--- src/mek_pkg.sv ---
// Package for the multi-event key scanner: state codes, event codes, register map.
package mek_pkg;

  localparam int NUM_KEYS_DEF = 8;

  localparam int KEY_W   = 3;
  localparam int EVENT_W = 3;
  localparam int TIME_W  = 32;
  localparam int CFG_W   = 16;
  localparam int PADDR_W = 5;
  localparam int PDATA_W = 32;

  // One-hot slot state.
  typedef enum logic [8:0] {
    ST_IDLE        = 9'b0_0000_0001,
    ST_DB_PRESS    = 9'b0_0000_0010,
    ST_PRESSED     = 9'b0_0000_0100,
    ST_HELD        = 9'b0_0000_1000,
    ST_DB_RELEASE  = 9'b0_0001_0000,
    ST_WAIT_DOUBLE = 9'b0_0010_0000,
    ST_DB_PRESS2   = 9'b0_0100_0000,
    ST_PRESSED2    = 9'b0_1000_0000,
    ST_RELEASE2    = 9'b1_0000_0000
  } key_state_t;

  typedef logic [EVENT_W-1:0] key_event_t;

  localparam key_event_t EV_NONE   = 3'd0;
  localparam key_event_t EV_BRIEF  = 3'd1;
  localparam key_event_t EV_SHORT  = 3'd2;
  localparam key_event_t EV_LONG   = 3'd3;
  localparam key_event_t EV_DOUBLE = 3'd4;

  // Register indexes (byte address / 4).
  typedef logic [2:0] reg_idx_t;

  localparam reg_idx_t REG_DEBOUNCE = 3'd0;
  localparam reg_idx_t REG_LONG     = 3'd1;
  localparam reg_idx_t REG_DOUBLE   = 3'd2;
  localparam reg_idx_t REG_BRIEF    = 3'd3;
  localparam reg_idx_t REG_ACTIVE   = 3'd4;

  localparam logic [CFG_W-1:0] DEBOUNCE_RST = 16'd20;
  localparam logic [CFG_W-1:0] LONG_RST     = 16'd1000;
  localparam logic [CFG_W-1:0] DOUBLE_RST   = 16'd300;
  localparam logic [CFG_W-1:0] BRIEF_RST    = 16'd200;
  localparam logic             ACTIVE_RST   = 1'b0;

endpackage

--- src/multi_event_key_scanner.sv ---
// Top level of the multi-event key scanner: per-slot debounce and click/long/double events.
//
//   channel | direction | handshake               | payload
//   --------+-----------+-------------------------+------------------------------------
//   in      | in        | in_valid / in_ready     | in_key_index, in_pin_level, in_now_ms
//   out     | out       | out_valid / out_ready   | out_key_slot, out_key_event
//   cfg     | in        | psel/penable/pwrite     | paddr, pwdata, prdata (pready = 1)
//
// One request per cycle sustained while out_ready is high, through the input
// register and then the result register. The slot state file is read and
// written in the same cycle the request moves into the result register, so
// back-to-back requests to one slot see each other's updates with no stall.
// Reset (rst_n low, synchronous) puts every slot in idle with zero time stamps
// and loads the register defaults.
// When out_ready is low the result register holds; the input register still
// fills once, then in_ready drops until the result is taken.
module multi_event_key_scanner #(
  parameter int NUM_KEYS = mek_pkg::NUM_KEYS_DEF
) (
  input  logic                          clk,
  input  logic                          rst_n,

  input  logic                          in_valid,
  output logic                          in_ready,
  input  logic [mek_pkg::KEY_W-1:0]     in_key_index,
  input  logic                          in_pin_level,
  input  logic [mek_pkg::TIME_W-1:0]    in_now_ms,

  output logic                          out_valid,
  input  logic                          out_ready,
  output logic [mek_pkg::KEY_W-1:0]     out_key_slot,
  output logic [mek_pkg::EVENT_W-1:0]   out_key_event,

  input  logic                          psel,
  input  logic                          penable,
  input  logic                          pwrite,
  input  logic [mek_pkg::PADDR_W-1:0]   paddr,
  input  logic [mek_pkg::PDATA_W-1:0]   pwdata,
  output logic [mek_pkg::PDATA_W-1:0]   prdata,
  output logic                          pready
);
  import mek_pkg::*;

  // Only eight slots are addressable by a 3-bit index.
  localparam int SLOTS = (NUM_KEYS < (1 << KEY_W)) ? NUM_KEYS : (1 << KEY_W);
  localparam int IDX_W = (SLOTS > 1) ? $clog2(SLOTS) : 1;

  // ---------------- configuration registers ----------------
  logic [CFG_W-1:0] debounce_r;
  logic [CFG_W-1:0] long_r;
  logic [CFG_W-1:0] double_r;
  logic [CFG_W-1:0] brief_r;
  logic             active_r;

  reg_idx_t reg_idx;
  logic     cfg_wr;

  assign pready  = 1'b1;
  assign reg_idx = paddr[4:2];
  assign cfg_wr  = psel && penable && pwrite;

  always_ff @(posedge clk) begin
    if (!rst_n) begin
      debounce_r <= DEBOUNCE_RST;
      long_r     <= LONG_RST;
      double_r   <= DOUBLE_RST;
      brief_r    <= BRIEF_RST;
      active_r   <= ACTIVE_RST;
    end else if (cfg_wr) begin
      unique case (reg_idx)
        REG_DEBOUNCE: debounce_r <= pwdata[CFG_W-1:0];
        REG_LONG:     long_r     <= pwdata[CFG_W-1:0];
        REG_DOUBLE:   double_r   <= pwdata[CFG_W-1:0];
        REG_BRIEF:    brief_r    <= pwdata[CFG_W-1:0];
        REG_ACTIVE:   active_r   <= pwdata[0];
        default: ;
      endcase
    end
  end

  always_comb begin
    unique case (reg_idx)
      REG_DEBOUNCE: prdata = {{(PDATA_W-CFG_W){1'b0}}, debounce_r};
      REG_LONG:     prdata = {{(PDATA_W-CFG_W){1'b0}}, long_r};
      REG_DOUBLE:   prdata = {{(PDATA_W-CFG_W){1'b0}}, double_r};
      REG_BRIEF:    prdata = {{(PDATA_W-CFG_W){1'b0}}, brief_r};
      REG_ACTIVE:   prdata = {{(PDATA_W-1){1'b0}}, active_r};
      default:      prdata = '0;
    endcase
  end

  // ---------------- pipeline control ----------------
  logic              s1_valid_r;
  logic [KEY_W-1:0]  s1_key_r;
  logic              s1_pin_r;
  logic [TIME_W-1:0] s1_now_r;

  logic              out_valid_r;
  logic [KEY_W-1:0]  out_slot_r;
  key_event_t        out_event_r;

  logic s1_adv;
  logic in_take;

  assign s1_adv   = s1_valid_r && (!out_valid_r || out_ready);
  assign in_ready = !s1_valid_r || s1_adv;
  assign in_take  = in_valid && in_ready;

  always_ff @(posedge clk) begin
    if (!rst_n) begin
      s1_valid_r <= 1'b0;
    end else if (in_ready) begin
      s1_valid_r <= in_valid;
    end
  end

  always_ff @(posedge clk) begin
    if (in_take) begin
      s1_key_r <= in_key_index;
      s1_pin_r <= in_pin_level;
      s1_now_r <= in_now_ms;
    end
  end

  // ---------------- slot state file ----------------
  key_state_t        st_r      [SLOTS];
  logic [TIME_W-1:0] press_r   [SLOTS];
  logic [TIME_W-1:0] rel_r     [SLOTS];
  logic [TIME_W-1:0] first_r   [SLOTS];

  logic [IDX_W-1:0]  idx;
  logic              in_range;
  logic              down;
  key_state_t        cur_st;
  logic [TIME_W-1:0] cur_press;
  logic [TIME_W-1:0] cur_rel;
  logic [TIME_W-1:0] cur_first;
  logic [TIME_W-1:0] since_press;
  logic [TIME_W-1:0] since_rel;
  logic [TIME_W-1:0] held;
  logic [TIME_W-1:0] debounce_x;
  logic [TIME_W-1:0] long_x;
  logic [TIME_W-1:0] double_x;
  logic [TIME_W-1:0] brief_x;

  key_state_t        st_nxt;
  logic [TIME_W-1:0] press_nxt;
  logic [TIME_W-1:0] rel_nxt;
  logic [TIME_W-1:0] first_nxt;
  key_event_t        event_nxt;

  assign idx       = s1_key_r[IDX_W-1:0];
  assign in_range  = 32'(s1_key_r) < NUM_KEYS;
  assign down      = (s1_pin_r == active_r);
  assign cur_st    = st_r[idx];
  assign cur_press = press_r[idx];
  assign cur_rel   = rel_r[idx];
  assign cur_first = first_r[idx];

  // modulo-2^32 elapsed times
  assign since_press = s1_now_r - cur_press;
  assign since_rel   = s1_now_r - cur_rel;
  assign held        = cur_rel - cur_press;

  assign debounce_x = {{(TIME_W-CFG_W){1'b0}}, debounce_r};
  assign long_x     = {{(TIME_W-CFG_W){1'b0}}, long_r};
  assign double_x   = {{(TIME_W-CFG_W){1'b0}}, double_r};
  assign brief_x    = {{(TIME_W-CFG_W){1'b0}}, brief_r};

  always_comb begin
    st_nxt    = cur_st;
    press_nxt = cur_press;
    rel_nxt   = cur_rel;
    first_nxt = cur_first;
    event_nxt = EV_NONE;
    unique case (cur_st)
      ST_IDLE: begin
        if (down) begin
          press_nxt = s1_now_r;
          st_nxt    = ST_DB_PRESS;
        end
      end
      ST_DB_PRESS: begin
        if (since_press >= debounce_x) begin
          if (down) begin
            press_nxt = s1_now_r;
            st_nxt    = ST_PRESSED;
          end else begin
            st_nxt = ST_IDLE;
          end
        end
      end
      ST_PRESSED: begin
        if (down) begin
          if (since_press >= long_x) begin
            st_nxt    = ST_HELD;
            event_nxt = EV_LONG;
          end
        end else begin
          rel_nxt = s1_now_r;
          st_nxt  = ST_DB_RELEASE;
        end
      end
      ST_DB_RELEASE: begin
        if (since_rel >= debounce_x) begin
          if (!down) begin
            // too short a press is a glitch, not a click
            if (held < debounce_x) begin
              st_nxt = ST_IDLE;
            end else begin
              first_nxt = held;
              st_nxt    = ST_WAIT_DOUBLE;
            end
          end else begin
            st_nxt = ST_PRESSED;   // bounce: keep original press stamp
          end
        end
      end
      ST_WAIT_DOUBLE: begin
        if (down) begin
          press_nxt = s1_now_r;
          // late second press drops the pending click
          st_nxt    = (since_rel <= double_x) ? ST_DB_PRESS2 : ST_DB_PRESS;
        end else if (since_rel >= double_x) begin
          st_nxt    = ST_IDLE;
          event_nxt = (cur_first < brief_x) ? EV_BRIEF : EV_SHORT;
        end
      end
      ST_DB_PRESS2: begin
        if (since_press >= debounce_x) begin
          st_nxt = down ? ST_PRESSED2 : ST_WAIT_DOUBLE;
        end
      end
      ST_PRESSED2: begin
        if (!down) begin
          rel_nxt = s1_now_r;
          st_nxt  = ST_RELEASE2;
        end
      end
      ST_RELEASE2: begin
        if (since_rel >= debounce_x) begin
          if (!down) begin
            st_nxt    = ST_IDLE;
            event_nxt = EV_DOUBLE;
          end else begin
            st_nxt = ST_PRESSED2;
          end
        end
      end
      ST_HELD: begin
        if (!down) begin
          st_nxt = ST_IDLE;
        end
      end
      default: begin
        st_nxt = ST_IDLE;
      end
    endcase
  end

  always_ff @(posedge clk) begin
    if (!rst_n) begin
      for (int i = 0; i < SLOTS; i++) begin
        st_r[i]    <= ST_IDLE;
        press_r[i] <= '0;
        rel_r[i]   <= '0;
        first_r[i] <= '0;
      end
    end else if (s1_adv && in_range) begin
      st_r[idx]    <= st_nxt;
      press_r[idx] <= press_nxt;
      rel_r[idx]   <= rel_nxt;
      first_r[idx] <= first_nxt;
    end
  end

  // ---------------- result register ----------------
  always_ff @(posedge clk) begin
    if (!rst_n) begin
      out_valid_r <= 1'b0;
    end else if (s1_adv) begin
      out_valid_r <= 1'b1;
    end else if (out_ready) begin
      out_valid_r <= 1'b0;
    end
  end

  always_ff @(posedge clk) begin
    if (s1_adv) begin
      out_slot_r  <= s1_key_r;
      out_event_r <= in_range ? event_nxt : EV_NONE;
    end
  end

  assign out_valid     = out_valid_r;
  assign out_key_slot  = out_slot_r;
  assign out_key_event = out_event_r;

endmodule

--- config.mk ---
export PLATFORM = sky130hd
export DESIGN_NAME = multi_event_key_scanner
export DESIGN_NICKNAME = d
export VERILOG_FILES = /design/src/mek_pkg.sv /design/src/multi_event_key_scanner.sv
export SDC_FILE = /design/constraint.sdc
export NUM_CORES = 2
export LEC_CHECK = 0
export ABC_AREA = 1
export BUFFER_PORTS_ARGS = -buffer_cell sky130_fd_sc_hd__buf_2
export CORE_ASPECT_RATIO = 0.8
export CORE_MARGIN = 2
export CORE_UTILIZATION = 45
export DETAILED_ROUTE_END_ITERATION = 16
export PLACE_DENSITY = 0.69
export SLEW_MARGIN = 20
export SYNTH_ARGS = -nofsm -noshare
export SYNTH_HDL_FRONTEND = slang
export SYNTH_SLANG_ARGS = --single-unit
export TNS_END_PERCENT = 100
--- constraint.sdc ---
create_clock -name clk -period 5.9 [get_ports clk]
set_clock_uncertainty 0.05 [all_clocks]
set_input_delay 0.885 -clock clk [delete_from_list [all_inputs] [get_ports clk]]
set_output_delay 0.885 -clock clk [all_outputs]
set_load 0.03 [all_outputs]
==> qor.txt <==
outcome: completed
achievable frequency: 176 MHz
critical path class: flip-flop to flip-flop
CTS root buf: clkbuf_16
Synth area leaders: edfxtp_1 51%, nor2_1 11%, nand2_1 7.5%
Detail Placement HPWL: 114000 um
Slew headroom: 24.1%
Worst-Skew Late Latency: 0.75 ns
Tot GR Track Use: 29.2%
fin worst setup slack: 0.217 ns
setup TNS: 0 ns
CP Launch Type: flip-flop
Routability Congestion: 0.984
Vias per Instance: 5.61
DRC Markers: 0
die height: 308 um
Detail Route Antenna Nets: 0
asr flop ratio synth: 0%
static leakage: 25.3 nW
Nets: 6719
ANT cells: 0
Post-Place Worst Slack: -0.237 ns
Cell Count, Final, Fillers Out: 8053
Util after Layout: 53.3%
peak supply drop: 0.257 mV
CP Max Fanout: 24
core box area: 114000 sq um
DR iter-0 viols: 5641
most frequent cell after synthesis: nor2_1
deepest clock path buffer count: 3
Synth Instances: 6045
gr ovfl total: 0
Post-synth EDFFs: 882
Yosys cell types: 50
top post-synthesis cells by count: 1488 x nor2_1, 1031 x nand2_1, 882 x edfxtp_1
crit-path most repeated cell: buf_4
first-pass GRT wire length: 262000 um
Setup violations, final: 0
hold crit path type: primary input to flip-flop
Inserted Clock Buffers: 99
routed length per placed instance: 21.8 um
Worst EP arrival: 6.08 ns
largest net degree at the start of global routing: 106
die area: 118000 sq um
Synth Area per Inst: 8.58 sq um
Yosys reg bits: 952
Post-Syn Area: 51900 sq um
drt first pass iters: 6
Rows: 111
Clock Sinks: 952
area of the multi-input gates: 20900 sq um
Sequential cell area: 27900 sq um
Tightest Pin Transition: 1.14 ns
fin. max-slew vios: 0
Inst Count DP: 7846
minimum clock period: 5.68 ns
Vias: 45200
Yosys top cell area share: 51.1%
Hold Violations, Final: 0
CP max stage delay: 0.56 ns
Critical-path top delay cell: dfxtp_4
layout cells sized above 1: 14.3%
CP Capture Type: flip-flop
post-layout instance area: 61000 sq um
fillers: 10400
Yosys top cell by area: edfxtp_1
Synthesis Warnings: 0
Final Hold Slack: 0.265 ns
Port Buf Inserts: 85
register area share after synthesis: 53.8%
Top Ports: 121
RSZ-0062 raised after global routing: yes
Starting Density: 45.3%
post-layout power: 20.1 mW
reg2reg setup slack: 0.22 ns
htree depth: 3
Max-Cap Viols: 0
Die X: 384 um
area grow syn2layout: 17.7%
PD cells: 329 nW/um^2
CTS tree: done
final period utilization: 96.3%
Required @ worst endpoint: 6.30 ns
initial antenna violation count: 0
vias in the first global route: 42200
clk slew on worst S/H paths: 0.06 ns
most used flip-flop cell after synthesis: edfxtp_1
Total Wirelength: 176000 um
Placed Instance Area: 57200 sq um
-- metal layers --
layer	vias to the layer above	global-route usage [%]	part of all wire (%)
met4	0	11.8	4.2
met1	21200	40.2	41
met3	391	5.65	11
met2	2396	45.5	44
met5	-	0	0
li1	21100	-	-
-- logic make-up after synthesis --
group,synth area share (%)
and+or+nand+nor,20.8
AOI/OAI and AO/OA,13.1
DFF,53.8
buffers and inverters,6.77
adders and majority gates,4.72
xor gates and xnor gates,0.827
other,0.0145
-- placed cells by master (no fill, tap or decap), types with 19 or more instances in the layout --
cell	n
o22a_1	30
nor2_1	1476
ha_1	189
o21ai_0	591
o21ai_2	21
xor2_1	33
edfxtp_1	882
clkbuf_1	19
nand4_1	43
nor3_1	23
dfxtp_1	67
nand2_1	1013
clkinv_1	27
a21oi_1	184
inv_2	72
o221ai_1	30
buf_12	36
o211ai_1	21
inv_1	480
o22ai_1	152
a31oi_1	19
nand3_1	145
clkbuf_16	103
o21ai_1	79
buf_2	85
buf_4	477
-- state kept, by name, indices dropped and copies added (netlist names), named ones only --
register and flops:
active_r 1, brief_r 16, debounce_r 16, double_r 16
first_r 256, idx 3, long_r 16, out_key_event 3
out_key_slot 3, out_valid 1, press_r 256, rel_r 256
s1_now_r 32, s1_pin_r 1, s1_valid_r 1, st_r 72
-- critical path: cells and delay by family, from the launching register on --
family / cells / cell delay (ns)
adder cells (fa/ha/maj): 2 / 0.49
flip-flops: 1 / 0.56
XOR/XNOR: 1 / 0.30
AND/OR/NAND/NOR: 11 / 1.22
buffers and inverters: 10 / 1.55
AO/OA/AOI/OAI: 8 / 1.22
-- area by class of cell --
type	instances	share of cell area, %
tap	1525	3.13
sequential	952	45.7
inverter	567	3.57
clock inverter	61	1.04
timing repair buffer	607	8.01
clock buffer	123	4.31
timing repair inverter	2	0.0369
multi-input combinational	4216	34.2
-- what timing repair did --
action / CTS / global route
resized for setup: 2 / 106
buffers inserted: 6 / 12
cloned: 0 / 5
setup endpoints to repair: 264 / 577
hold buffers: 0 / 0
pin swaps: 1 / 8
-- path summary, 6_finish.rpt --
| check | from | depth (start not counted) | endpoint |
|---|---|---|---|
| setup / recovery | flip-flop | 32 | first_r[4][23] |
| setup reg to reg | flip-flop | 32 | first_r[4][23] |
| hold / removal | in_now_ms[0] | 1 | s1_now_r[0] |
| hold reg to reg | double_r[6] | 2 | double_r[6] |
-- report_power, final --
part	leakage (nW)	total (mW)	switching (mW)	internal [mW]
clock	1.58	6.37	2.79	3.58
combinational	14.0	5.97	3.73	2.24
sequential	9.65	7.73	0.112	7.62
(Power assumes the default switching activity.)
